--- src/rtl/ngga_pkg.sv ---
// Shared constants, types and helpers for the GGA sentence parser.
// No dependencies; imported by ngga_dec and nmea_gga_sentence_parser.
package ngga_pkg;

	// Longest field prefix that is looked at, and the cap on the char counter
	localparam int FIELD_CHARS = 16;
	localparam int CPOS_W      = 5;
	localparam int CHAR_CAP    = (FIELD_CHARS < 31) ? FIELD_CHARS : 31;

	// Decimal accumulators: magnitude in tenths, wide enough for the altitude limit
	localparam int ACC_W = 20;
	localparam logic [ACC_W-1:0] LIM_HDOP  = ACC_W'(9999);
	localparam logic [ACC_W-1:0] LIM_ALT   = ACC_W'(1000000);
	localparam logic [ACC_W-1:0] LIM_GEOID = ACC_W'(100000);

	localparam logic [7:0] CHR_DOLLAR = 8'h24;
	localparam logic [7:0] CHR_STAR   = 8'h2A;
	localparam logic [7:0] CHR_COMMA  = 8'h2C;
	localparam logic [7:0] CHR_MINUS  = 8'h2D;
	localparam logic [7:0] CHR_PLUS   = 8'h2B;
	localparam logic [7:0] CHR_DOT    = 8'h2E;
	localparam logic [7:0] CHR_ZERO   = 8'h30;
	localparam logic [7:0] CHR_NINE   = 8'h39;
	localparam logic [7:0] CHR_S      = 8'h53;
	localparam logic [7:0] CHR_W      = 8'h57;

	// Per-character control for one decimal field decoder
	typedef struct packed {
		logic clr;    // sentence restart
		logic en;     // character belongs to this field and is within the cap
		logic first;  // character is the first of its field
	} dec_ctrl_t;

	function automatic logic is_digit(input logic [7:0] b);
		return (b >= CHR_ZERO) && (b <= CHR_NINE);
	endfunction

	function automatic logic [3:0] digit_of(input logic [7:0] b);
		logic [7:0] d;
		d = b - CHR_ZERO;
		return is_digit(b) ? d[3:0] : 4'd0;
	endfunction

endpackage

--- src/rtl/nmea_gga_sentence_parser.sv ---
// GGA sentence parser: takes one received character per transfer and delivers one decoded
// fix per "$GPGGA ... *" sentence. A character is taken every cycle while in_stall is low;
// it is registered, then decoded against the sentence state, and the '*' that closes a
// sentence loads the result register, so a fix passes the input and result registers. A
// result waiting at the output holds back input only when the next '*' reaches the decode
// stage. Only the first 16 characters of each field are used; a '$' always restarts.
// Depends on ngga_pkg and ngga_dec.
module nmea_gga_sentence_parser
	import ngga_pkg::*;
(
	input  logic                clk,
	input  logic                arst_n,
	input  logic                in_valid,
	output logic                in_stall,
	input  logic [7:0]          rx_byte,
	output logic                out_valid,
	input  logic                out_stall,
	output logic [6:0]          utc_hour,
	output logic [6:0]          utc_minute,
	output logic [6:0]          utc_second,
	output logic [6:0]          lat_degrees,
	output logic [19:0]         lat_minutes_e4,
	output logic                lat_south,
	output logic [9:0]          lon_degrees,
	output logic [19:0]         lon_minutes_e4,
	output logic                lon_west,
	output logic [13:0]         hdop_tenths,
	output logic signed [20:0]  altitude_tenths,
	output logic signed [17:0]  geoid_tenths
);

	typedef enum logic [1:0] {PH_IDLE, PH_HEAD, PH_BODY} phase_t;

	localparam logic [3:0] FLD_TIME  = 4'd0;
	localparam logic [3:0] FLD_LAT   = 4'd1;
	localparam logic [3:0] FLD_NS    = 4'd2;
	localparam logic [3:0] FLD_LON   = 4'd3;
	localparam logic [3:0] FLD_EW    = 4'd4;
	localparam logic [3:0] FLD_HDOP  = 4'd7;
	localparam logic [3:0] FLD_ALT   = 4'd8;
	localparam logic [3:0] FLD_GEOID = 4'd10;
	localparam logic [3:0] FLD_LAST  = 4'd15;
	localparam logic [2:0] HDR_LEN   = 3'd6;
	localparam int         NUM_SLOTS = 23;
	localparam int         SLOT_W    = 5;

	// header text "$GPGGA", entry 0 first
	localparam logic [7:0] HDR_TEXT [6] = '{8'h24, 8'h47, 8'h50, 8'h47, 8'h47, 8'h41};

	phase_t            phase_q;
	logic [2:0]        hpos_q;
	logic [3:0]        field_q;
	logic [CPOS_W-1:0] cpos_q;
	logic              south_q, west_q;
	logic [3:0]        digits_q [NUM_SLOTS];

	logic              valid_s1;
	logic [7:0]        byte_s1;

	logic              out_valid_q;
	logic [6:0]        hour_q, minute_q, second_q, lat_deg_q;
	logic [19:0]       lat_min_q, lon_min_q;
	logic [9:0]        lon_deg_q;
	logic              lat_south_q, lon_west_q;
	logic [13:0]       hdop_q;
	logic [20:0]       alt_q;
	logic [17:0]       geoid_q;

	logic              is_dollar, is_star, is_comma;
	logic              emit_s1, go_s1, body_chr, in_cap;
	logic              slot_we;
	logic [SLOT_W-1:0] slot_idx;
	logic [3:0]        dig_s1;

	dec_ctrl_t         hdop_ctrl, alt_ctrl, geoid_ctrl;
	logic [ACC_W-1:0]  hdop_acc, alt_acc, geoid_acc;
	logic              hdop_neg, alt_neg, geoid_neg;

	assign is_dollar = (byte_s1 == CHR_DOLLAR);
	assign is_star   = (byte_s1 == CHR_STAR);
	assign is_comma  = (byte_s1 == CHR_COMMA);
	assign dig_s1    = digit_of(byte_s1);

	assign emit_s1  = valid_s1 && !is_dollar && is_star && (phase_q == PH_BODY);
	// the decode stage only waits when it must load a result over one not yet taken
	assign go_s1    = valid_s1 && !(emit_s1 && out_valid_q && out_stall);
	assign in_stall = valid_s1 && !go_s1;

	assign in_cap   = (cpos_q < CPOS_W'(CHAR_CAP));
	assign body_chr = go_s1 && (phase_q == PH_BODY) && !is_dollar && !is_star && !is_comma;

	// fixed digit slots: time 0..5, latitude 6..13, longitude 14..22
	always_comb begin
		slot_we  = 1'b0;
		slot_idx = '0;
		if (body_chr && in_cap) begin
			unique case (field_q)
				FLD_TIME: begin
					if (cpos_q < CPOS_W'(6)) begin
						slot_we  = 1'b1;
						slot_idx = SLOT_W'(cpos_q);
					end
				end
				FLD_LAT: begin
					if (cpos_q < CPOS_W'(4)) begin
						slot_we  = 1'b1;
						slot_idx = SLOT_W'(cpos_q) + SLOT_W'(6);
					end else if (cpos_q >= CPOS_W'(5) && cpos_q <= CPOS_W'(8)) begin
						slot_we  = 1'b1;
						slot_idx = SLOT_W'(cpos_q) + SLOT_W'(5);
					end
				end
				FLD_LON: begin
					if (cpos_q < CPOS_W'(5)) begin
						slot_we  = 1'b1;
						slot_idx = SLOT_W'(cpos_q) + SLOT_W'(14);
					end else if (cpos_q >= CPOS_W'(6) && cpos_q <= CPOS_W'(9)) begin
						slot_we  = 1'b1;
						slot_idx = SLOT_W'(cpos_q) + SLOT_W'(13);
					end
				end
				default: begin
					slot_we  = 1'b0;
				end
			endcase
		end
	end

	always_comb begin
		hdop_ctrl.clr    = go_s1 && is_dollar;
		hdop_ctrl.en     = body_chr && in_cap && (field_q == FLD_HDOP);
		hdop_ctrl.first  = (cpos_q == '0);
		alt_ctrl.clr     = hdop_ctrl.clr;
		alt_ctrl.en      = body_chr && in_cap && (field_q == FLD_ALT);
		alt_ctrl.first   = hdop_ctrl.first;
		geoid_ctrl.clr   = hdop_ctrl.clr;
		geoid_ctrl.en    = body_chr && in_cap && (field_q == FLD_GEOID);
		geoid_ctrl.first = hdop_ctrl.first;
	end

	ngga_dec u_dec_hdop (
		.clk     (clk),
		.arst_n  (arst_n),
		.ctrl    (hdop_ctrl),
		.rx_byte (byte_s1),
		.limit   (LIM_HDOP),
		.acc     (hdop_acc),
		.neg     (hdop_neg)
	);

	ngga_dec u_dec_alt (
		.clk     (clk),
		.arst_n  (arst_n),
		.ctrl    (alt_ctrl),
		.rx_byte (byte_s1),
		.limit   (LIM_ALT),
		.acc     (alt_acc),
		.neg     (alt_neg)
	);

	ngga_dec u_dec_geoid (
		.clk     (clk),
		.arst_n  (arst_n),
		.ctrl    (geoid_ctrl),
		.rx_byte (byte_s1),
		.limit   (LIM_GEOID),
		.acc     (geoid_acc),
		.neg     (geoid_neg)
	);

	// sentence control, input stage valid and result valid
	always_ff @(posedge clk or negedge arst_n) begin
		if (!arst_n) begin
			phase_q     <= PH_IDLE;
			hpos_q      <= '0;
			field_q     <= '0;
			cpos_q      <= '0;
			south_q     <= 1'b0;
			west_q      <= 1'b0;
			valid_s1    <= 1'b0;
			out_valid_q <= 1'b0;
		end else begin
			if (!in_stall) begin
				valid_s1 <= in_valid;
			end

			if (emit_s1 && go_s1) begin
				out_valid_q <= 1'b1;
			end else if (!out_stall) begin
				out_valid_q <= 1'b0;
			end

			if (go_s1) begin
				if (is_dollar) begin
					phase_q <= PH_HEAD;
					hpos_q  <= 3'd1;
					field_q <= '0;
					cpos_q  <= '0;
					south_q <= 1'b0;
					west_q  <= 1'b0;
				end else begin
					unique case (phase_q)
						PH_HEAD: begin
							// byte after the header text is its separator, whatever it is
							if (hpos_q >= HDR_LEN) begin
								phase_q <= PH_BODY;
								hpos_q  <= '0;
							end else if (byte_s1 == HDR_TEXT[hpos_q]) begin
								hpos_q <= hpos_q + 3'd1;
							end else begin
								phase_q <= PH_IDLE;
								hpos_q  <= '0;
							end
						end
						PH_BODY: begin
							if (is_star) begin
								phase_q <= PH_IDLE;
							end else if (is_comma) begin
								if (field_q != FLD_LAST) begin
									field_q <= field_q + 4'd1;
								end
								cpos_q <= '0;
							end else if (in_cap) begin
								cpos_q <= cpos_q + CPOS_W'(1);
								if (cpos_q == '0 && field_q == FLD_NS && byte_s1 == CHR_S) begin
									south_q <= 1'b1;
								end
								if (cpos_q == '0 && field_q == FLD_EW && byte_s1 == CHR_W) begin
									west_q <= 1'b1;
								end
							end
						end
						default: begin
							phase_q <= PH_IDLE;
						end
					endcase
				end
			end
		end
	end

	// input register and digit store
	always_ff @(posedge clk) begin
		if (!in_stall && in_valid) begin
			byte_s1 <= rx_byte;
		end
		if (go_s1 && is_dollar) begin
			for (int i = 0; i < NUM_SLOTS; i++) begin
				digits_q[i] <= '0;
			end
		end else if (slot_we) begin
			digits_q[slot_idx] <= dig_s1;
		end
	end

	// result register, loaded on the closing '*'
	always_ff @(posedge clk) begin
		if (emit_s1 && go_s1) begin
			hour_q      <= 7'(digits_q[0]) * 7'd10 + 7'(digits_q[1]);
			minute_q    <= 7'(digits_q[2]) * 7'd10 + 7'(digits_q[3]);
			second_q    <= 7'(digits_q[4]) * 7'd10 + 7'(digits_q[5]);
			lat_deg_q   <= 7'(digits_q[6]) * 7'd10 + 7'(digits_q[7]);
			lat_min_q   <= 20'(digits_q[8]) * 20'd100000 + 20'(digits_q[9]) * 20'd10000
			             + 20'(digits_q[10]) * 20'd1000 + 20'(digits_q[11]) * 20'd100
			             + 20'(digits_q[12]) * 20'd10 + 20'(digits_q[13]);
			lat_south_q <= south_q;
			lon_deg_q   <= 10'(digits_q[14]) * 10'd100 + 10'(digits_q[15]) * 10'd10
			             + 10'(digits_q[16]);
			lon_min_q   <= 20'(digits_q[17]) * 20'd100000 + 20'(digits_q[18]) * 20'd10000
			             + 20'(digits_q[19]) * 20'd1000 + 20'(digits_q[20]) * 20'd100
			             + 20'(digits_q[21]) * 20'd10 + 20'(digits_q[22]);
			lon_west_q  <= west_q;
			// negative HDOP reads as zero
			hdop_q      <= hdop_neg ? 14'd0 : hdop_acc[13:0];
			alt_q       <= alt_neg ? (21'd0 - 21'(alt_acc)) : 21'(alt_acc);
			geoid_q     <= geoid_neg ? (18'd0 - geoid_acc[17:0]) : geoid_acc[17:0];
		end
	end

	assign out_valid       = out_valid_q;
	assign utc_hour        = hour_q;
	assign utc_minute      = minute_q;
	assign utc_second      = second_q;
	assign lat_degrees     = lat_deg_q;
	assign lat_minutes_e4  = lat_min_q;
	assign lat_south       = lat_south_q;
	assign lon_degrees     = lon_deg_q;
	assign lon_minutes_e4  = lon_min_q;
	assign lon_west        = lon_west_q;
	assign hdop_tenths     = hdop_q;
	assign altitude_tenths = alt_q;
	assign geoid_tenths    = geoid_q;

endmodule

--- src/rtl/ngga_dec.sv ---
// Signed decimal field decoder: magnitude in tenths with saturation, sign and stop flags.
// Depends on ngga_pkg.
module ngga_dec
	import ngga_pkg::*;
(
	input  logic             clk,
	input  logic             arst_n,
	input  dec_ctrl_t        ctrl,
	input  logic [7:0]       rx_byte,
	input  logic [ACC_W-1:0] limit,
	output logic [ACC_W-1:0] acc,
	output logic             neg
);

	logic [ACC_W-1:0] acc_q, acc_n;
	logic             neg_q, neg_n;
	logic             point_q, point_n;
	logic             stop_q, stop_n;
	logic [3:0]       dig;
	logic [23:0]      times10;
	logic [ACC_W:0]   plus_tenth;

	assign dig        = digit_of(rx_byte);
	assign times10    = 24'(acc_q) * 24'd10 + 24'(dig) * 24'd10;
	assign plus_tenth = (ACC_W+1)'(acc_q) + (ACC_W+1)'(dig);

	always_comb begin
		acc_n   = acc_q;
		neg_n   = neg_q;
		point_n = point_q;
		stop_n  = stop_q;
		if (!stop_q) begin
			priority if (ctrl.first && (rx_byte == CHR_MINUS || rx_byte == CHR_PLUS)) begin
				neg_n = neg_q | (rx_byte == CHR_MINUS);
			end else if (point_q) begin
				// tenths digit; anything after it is truncated
				if (is_digit(rx_byte)) begin
					acc_n = (plus_tenth > (ACC_W+1)'(limit)) ? limit : plus_tenth[ACC_W-1:0];
				end
				stop_n = 1'b1;
			end else if (rx_byte == CHR_DOT) begin
				point_n = 1'b1;
			end else if (is_digit(rx_byte)) begin
				acc_n = (times10 > 24'(limit)) ? limit : times10[ACC_W-1:0];
			end else begin
				stop_n = 1'b1;
			end
		end
	end

	always_ff @(posedge clk or negedge arst_n) begin
		if (!arst_n) begin
			acc_q   <= '0;
			neg_q   <= 1'b0;
			point_q <= 1'b0;
			stop_q  <= 1'b0;
		end else if (ctrl.clr) begin
			acc_q   <= '0;
			neg_q   <= 1'b0;
			point_q <= 1'b0;
			stop_q  <= 1'b0;
		end else if (ctrl.en) begin
			acc_q   <= acc_n;
			neg_q   <= neg_n;
			point_q <= point_n;
			stop_q  <= stop_n;
		end
	end

	assign acc = acc_q;
	assign neg = neg_q;

endmodule

--- config.mk ---
export PLATFORM = sky130hd
export DESIGN_NAME = nmea_gga_sentence_parser
export DESIGN_NICKNAME = d
export VERILOG_FILES = /design/src/rtl/ngga_pkg.sv /design/src/rtl/nmea_gga_sentence_parser.sv /design/src/rtl/ngga_dec.sv
export SDC_FILE = /design/constraint.sdc
export NUM_CORES = 1
export LEC_CHECK = 0
export ABC_AREA = 1
export BUFFER_PORTS_ARGS = -buffer_cell sky130_fd_sc_hd__buf_2
export CORE_UTILIZATION = 30
export CTS_CLUSTER_SIZE = 16
export DETAILED_ROUTE_END_ITERATION = 6
export PLACE_DENSITY = 0.52
export SYNTH_ARGS = -nofsm -noshare
export SYNTH_HDL_FRONTEND = slang
export SYNTH_SLANG_ARGS = --single-unit
--- constraint.sdc ---
create_clock -name clk -period 9.2 [get_ports clk]
set_input_delay 1.84 -clock clk [delete_from_list [all_inputs] [get_ports clk]]
set_output_delay 1.84 -clock clk [all_outputs]
set_load 0.005 [all_outputs]
# Word level (Yosys, flattened, before mapping)
# Memories as Yosys holds them, arrays and structs flattened.
# Index checks and enable logic that the tools add are counted.
# W data, S select, Z words.
classes:
  n_reduce_logical: 64
  shift: 0
  div: 0
  mul: 20
  bitwise: 4
  n_eq_ne: 34
  magnitude_cmp: 18
  n_addsub: 32
  muxes: 135
ops:
  columns: ["operator", "n"]
  rows:
  - ["$mux W20", 31]
  - ["$add A24 B8 Y24", 3]
  - ["$mux W1", 71]
  - ["$mul A20 B3 Y23 const B", 3]
  - ["$add A20 B4 Y21", 3]
  - ["$mux W5", 12]
  - ["$eq A8 B6 Y1 const B", 6]
  - ["$add A20 B11 Y20", 2]
  - ["$add A20 B14 Y20", 2]
  - ["$add A20 B18 Y20", 2]
  - ["$add A20 B4 Y20", 2]
  - ["$add A20 B8 Y20", 2]
  - ["$mul A4 B12 Y15 const B", 2]
  - ["$reduce_and A6 Y1", 5]
  - ["$add A7 B4 Y7", 4]
  - ["$mul A4 B10 Y14 const B", 2]
  - ["$mul A4 B3 Y7 const B", 4]
  - ["$mux W4", 7]
  - ["$logic_and A1 B1 Y1", 26]
  - ["$gt A24 B14 Y1 const B", 1]
  - ["$gt A24 B17 Y1 const B", 1]
  - ["$gt A24 B20 Y1 const B", 1]
  - ["$mul A4 B3 Y6 const B", 4]
  - ["$mul A4 B7 Y11 const B", 2]
  - ["56 further kinds", 109]
totals:
  input_bits: 12
  register_bits: 228
  mem_bits_ro: 64
  ramBits: 92
  mem_count: 2
  out_inout_bits: 135
  latchBits: 0
  wordCells: 343
mem_list:
  columns: ["name", "depth", "width", "read_ports", "rd_clocked_by_memory_dff", "wr", "line_no", "rtl"]
  rows:
  - ["digits_q", 23, 4, 23, 0, 23, "nmea_gga_sentence_parser.sv:55", "logic [3:0] digits_q [NUM_SLOTS];"]
  - ["(name not given)", 8, 8, 1, 0, 0, "nmea_gga_sentence_parser.sv:208", "end else if (byte_s1 == HDR_TEXT[hpos_q]) begin"]

# Depth between registers and ports, before layout
depth:
  ltp_word: 20
  depth_mapped: 36
  mapped_depth_nobuf: 35

# Modules after synthesis
# A second synthesis with hierarchy kept.
hier_totals:
  hier_cells: 4691
  area_unflattened_um2: 35534.1
modules_own_cells:
  columns: ["module", "instances", "area_per_inst_um2", "seq_area_each_um2", "cells_each"]
  rows:
  - ["nmea_gga_sentence_parser", 1, 18859.3, 7447.1, 1905]
  - ["ngga_dec (u_dec_alt ...)", 2, 5477.8, 575.6, 914]
  - ["ngga_dec (u_dec_geoid)", 1, 5719.2, 575.6, 958]

# Worst setup path after synthesis
# OpenSTA, ideal clock, no wires.
synth_timing:
  kind: "input-to-reg"
  startpoint: "in out_stall"
  endpoint: "reg alt_q[0], in the netlist altitude_tenths[0] (enable)"
  cell_stages: 3
  t_arrival_ns: 7.507
  t_required_ns: 8.572
  setup_slack_ns: 1.066
  setup_time_ns: 0.628
  n_path_buf: 0
  path_cell_list: "nand2_1 -> inv_1 -> nor2_1"
synth_via:
  elab_chain_cells: 4
synth_lines:
  columns: ["item", "line_no", "rtl"]
  rows:
  - ["start, declared", "nmea_gga_sentence_parser.sv:17", "input logic out_stall,"]
  - ["$logic_and A1 B1 Y1", "nmea_gga_sentence_parser.sv:86", "assign go_s1 = valid_s1 && !(emit_s1 && out_valid_q && out_stall);"]
  - ["$logic_not A1 Y1", "nmea_gga_sentence_parser.sv:86", null]
  - ["$logic_and A1 B1 Y1", "nmea_gga_sentence_parser.sv:86", null]
  - ["$logic_and A1 B1 Y1", "nmea_gga_sentence_parser.sv:258", "if (emit_s1 && go_s1) begin"]
  - ["end signal, assigned", "nmea_gga_sentence_parser.sv:275", "alt_q <= alt_neg ? (21'd0 - 21'(alt_acc)) : 21'(alt_acc);"]
  - ["end, declared", "nmea_gga_sentence_parser.sv:66", "logic [20:0] alt_q;"]
# Every way passes these cells.
# A chain may end at the register's enable or synchronous reset.

# Worst setup path in the final report
layout_timing:
  startpoint: "reg byte_s1[2]"
  endpoint: "reg u_dec_hdop.acc_q[13], in the netlist u_dec_hdop.acc[13]"
layout_via:
  elab_cells_between_ends: 52
  classes_between: "add/sub (3); mul (1); order compare (4); eq/ne (10); mux (11); reduce/logical (23)"
layout_lines:
  columns: ["item", "line_no", "rtl"]
  rows:
  - ["start, declared", "nmea_gga_sentence_parser.sv:58", "logic [7:0] byte_s1;"]
  - ["start signal, assigned", "nmea_gga_sentence_parser.sv:245", "byte_s1 <= rx_byte;"]
  - ["$ge A8 B6 Y1 / $le A8 B6 Y1 (equally long branches)", null, null]
  - ["$logic_and A1 B1 Y1 (*)", null, null]
  - ["$mux W4 (*)", null, null]
  - ["net dig_s1[0]", "nmea_gga_sentence_parser.sv:73", "logic [3:0] dig_s1;"]
  - ["$mul A4 B3 Y7", "ngga_dec.sv:24", "assign times10 = 24'(acc_q) * 24'd10 + 24'(dig) * 24'd10;"]
  - ["$add A24 B8 Y24", "ngga_dec.sv:24", null]
  - ["$gt A24 B14 Y1", "ngga_dec.sv:44", "acc_n = (times10 > 24'(limit)) ? limit : times10[ACC_W-1:0];"]
  - ["$mux W20", "ngga_dec.sv:44", null]
  - ["$mux W20", "ngga_dec.sv:43", "end else if (is_digit(rx_byte)) begin"]
  - ["$mux W20", "ngga_dec.sv:41", "end else if (rx_byte == CHR_DOT) begin"]
  - ["$mux W20 (*)", "ngga_dec.sv:35", "end else if (point_q) begin"]
  - ["$mux W20 (*)", "ngga_dec.sv:33", "priority if (ctrl.first && (rx_byte == CHR_MINUS || rx_byte == CHR_PLUS)) begin"]
  - ["$mux W20 (*)", "ngga_dec.sv:32", "if (!stop_q) begin"]
  - ["$mux W20 (*)", "ngga_dec.sv:62", "end else if (ctrl.en) begin"]
  - ["$mux W20 (*)", "ngga_dec.sv:57", "end else if (ctrl.clr) begin"]
  - ["end signal, assigned", "ngga_dec.sv:63", "acc_q <= acc_n;"]
  - ["end, declared", "ngga_dec.sv:15", "logic [ACC_W-1:0] acc_q, acc_n;"]
# The timed path passes the listed nets; every way through them passes the cells marked *. The select of a mux whose other input is x is not followed.

==> run_results.csv <==
group,metric,value,unit
placed_design,hpwl,66400,microns
synthesis,synth-edff-count,233,
setup_path,arrival,6.66,ns
synthesis,netlist_instances,3879,
clocking,root_buffer,"clkbuf_16",
synthesis,syn_area,0.0305,sq mm
floorplanning,dieArea,0.103,sq mm
synthesis,avgSynthCellArea,7.85,sq um
synthesis,synth_top_area_share,23.0,%
timing,period_share,67.3,%
clocking,cts_tree,"done",
setup_path,reg2reg_slack,3.01,ns
synthesis,synthXorXnorAreaFrac,6.49,%
setup_path,r2r_cells,28,
finish,fillCellCount,10668,
timing,drv_slew,0,
synthesis,async_reset_ff_share,27.2,%
finish,drive_above_1_share,7.51,%
setup_path,end_kind,"flip-flop",
finish,final_nets,4519,
timing,rsz0062_at_grt,"no",
finish,final_common_cell,"nand2_1",
global_route,gr-total-overflow,0,
global_route,grt_pass1_wl,133000,microns
routing,firstDrtPassIters,6,
worst_hold_path,min_path_type,"flip-flop to flip-flop",
power_and_ir_drop,irDropWorstVdd,0.145,mV
worst_hold_path,min-delay-start,"digits_q[3][0]$_SDFFCE_PN0P_",
clocking,cts_buffers,44,
routing,dr_wl_met3,3850,microns
synthesis,ys_seq_elements,320,
finish,antenna-diode-count,0,
clocking,cts.path.max_buffers,3,
clocking,cts_setup_buffers,0,
setup_path,worstPathMaxFanout,24,
outcome,status,"completed",
timing,finClkSkew,0.0190,ns
clocking,cts_resized,0,
finish,final_cell_mix,"936 x nand2_1, 563 x inv_1, 416 x nor2_1",
clocking,hold_buffers,0,
setup_path,cp_num_buf_inv,3,
setup_path,r2r-start,"byte_s1[2]$_DFFE_PP_",
power_and_ir_drop,p_per_area,105,mW/mm^2
floorplanning,die_w,321,microns
job,maxCapViolations,0,
synthesis,yosys_most_used_dff,"edfxtp_1",
routing,routedWlPerCell,15.3,microns
clocking,clock_sinks,320,
synthesis,synth_mux_area_share,0,%
placed_design,routabilityCongestion,0.867,
power_and_ir_drop,p_leak,16.7,nW
finish,syn_to_final_growth,12.1,%
worst_hold_path,hold_path_end,"utc_minute[0]$_DFFE_PP_",
floorplanning,start_util,30.4,%
global_route,grt_pass1_vias,24852,
synthesis,yosysSeqAreaShare,30.1,%
setup_path,r2r-end,"u_dec_hdop.acc[13]$_DFFE_PN0P_",
routing,vias_per_cell,4.70,
finish,stdcell_count,5407,
timing,fmax,0.162,GHz
timing,final.setup.tns,0,ns
synthesis,synth_top_family_by_area,"simple AND/OR/NAND/NOR gates",
routing,routed-wl-met2,38900,microns
setup_path,worstSetupStartpointType,"flip-flop",
routing,drc,0,
clocking,cts.clk_slew.worst_paths,0.06,ns
placed_design,post-place-cells,5325,
floorplanning,rows,116,
setup_path,required,9.67,ns
synthesis,synthTopCellsByArea,"edfxtp_1 23%, ha_1 16%, nand2_1 12%",
global_route,antenna_found_initial,4,
worst_hold_path,hold_depth,0,
global_route,gr-usage-all-layers,16.1,%
finish,final_util,34.1,%
setup_path,worst_path_dominant_cell_family,"simple AND/OR/NAND/NOR gates",
clocking,insertion_delay,0.59,ns
setup_path,cp_slowest_cell,"inv_1",
timing,period_minus_slack,6.19,ns
synthesis,yosys_warnings,0,
timing,finalSetupViolations,0,
timing,slew_headroom,30.5,%
setup_path,cpPeakStageDelay,0.62,ns
synthesis,yosysUniqueCellTypes,65,
synthesis,synth_top_area_cell,"edfxtp_1",
finish,final_area,0.0342,sq mm
routing,route.layer.met1.wl,38200,microns
routing,antenna_left,0,
setup_path,crit_type,"flip-flop to flip-flop",
synthesis,synthSimpleGateAreaFrac,26.0,%
timing,hold_viol_final,0,
synthesis,synth_fa_ha_area_share,22.6,%
floorplanning,die_y,321,microns
clocking,cts-htree-levels,2,
synthesis,synth.net_count,4384,
setup_path,cp_common_cell,"nand2_1",
routing,vias,25392,
placed_design,placed_area,0.0326,sq mm
floorplanning,io_pins,147,
routing,highest_layer,"met4",
routing,routed_wl,82600,microns
routing,first_iter_violations,1218,
synthesis,synth-compound-area-share,6.71,%
placed_design,port_buffers,146,
timing,worstMarginPinSlew,1.04,ns
floorplanning,coreArea,0.100,sq mm
global_route,grt_max_degree,69,
metrics by stage:
| stage | setup WS [ns] | hold WS (ns) | total power [W] |
|---|---|---|---|
| global route | 2.45 | 0.445 | 0.00373 |
| global placement | 3.20 | 0.407 | 0.00182 |
| finish | 3.01 | 0.425 | 0.00358 |
| detailed placement | 3.02 | 0.408 | 0.00182 |
| CTS | 2.97 | 0.435 | 0.00365 |
| floorplan | 1.07 | 0.400 | 0.00175 |
worst register-to-register path, delay by kind of cell (launching register included):
kind | cells | cell delay, ns
flops | 1 | 0.52
fa+ha+maj | 3 | 1.02
compound gates | 2 | 0.58
xor+xnor | 1 | 0.15
simple gates | 19 | 3.04
buf+inv | 3 | 0.77
kinds of logic (layout without fill, tap and decap cells):
group / Yosys count / after routing
buffers and inverters: 637 / 808
adder cells (fa/ha/maj): 493 / 493
AO/OA/AOI/OAI: 358 / 358
AND/OR/NAND/NOR: 1846 / 1846
flip-flops: 320 / 320
XOR/XNOR: 225 / 225
power by group:
group          switching, W  internal, W  total, W
Combinational      0.000137    0.0000834  0.000221
Clock              0.000709      0.00108   0.00179
Sequential        0.0000112      0.00155   0.00157
metal layers:
metal  GRT usage (%)  up-vias
li1                -    12971
met1            21.3    11888
met4            3.86        0
met3            2.42       91
met5               0        -
met2            27.3      442
cell usage after synthesis, drive strengths merged, types with 3 or more instances:
cell and instances:
nor4 18, and2 8, o31ai 4, o41ai 3, o21bai 18, a21o 6, nor2 434, o21a 5
o21ai 109, nor3b 3, nand3 261, inv 574, o211ai 5, dfrtp 87, clkbuf 42, edfxtp 233
or2 8, nor3 46, o22ai 3, nand3b 22, xnor2 45, ha 399, nand4 88, a31oi 19
a211oi 4, buf 21, a21oi 171, fa 94, nand2 956, xor2 180
sequential cells by signal, indices dropped and copies added, names as in the netlist, 8 cells and up:
register and flops:
altitude_tenths 21, u_dec_geoid.acc 20, digits_q 92, byte_s1 8, lon_degrees 10, lat_minutes_e4 20
u_dec_alt.acc 20, lon_minutes_e4 20, u_dec_hdop.acc 20, hdop_tenths 14, geoid_tenths 18
how the worst max path moves through the flow:
stage / depth (start not counted) / startpoint / endpoint
finish: 28 / byte_s1[2]$_DFFE_PP_ / u_dec_hdop.acc[13]$_DFFE_PN0P_
global placement: 25 / digits_q[10][1]$_SDFFCE_PN0P_ / lat_minutes_e4[19]$_DFFE_PP_
global route: 27 / byte_s1[2]$_DFFE_PP_ / u_dec_hdop.acc[13]$_DFFE_PN0P_
CTS: 28 / byte_s1[2]$_DFFE_PP_ / u_dec_hdop.acc[13]$_DFFE_PN0P_
floorplan: 3 / out_stall / altitude_tenths[0]$_DFFE_PP_
detailed placement: 28 / byte_s1[2]$_DFFE_PP_ / u_dec_hdop.acc[10]$_DFFE_PN0P_
layout make-up:
type	count	area (sq um)	area share, %
multi-input combinational	2922	18800	55.2
clock inverter	26	292	0.854
timing repair buffer	152	778	2.28
clock buffer	56	1220	3.57
sequential	320	9170	26.9
inverter	574	2150	6.31
tap	1357	1700	4.97
Note: power is estimated with default switching activity, not from simulation.
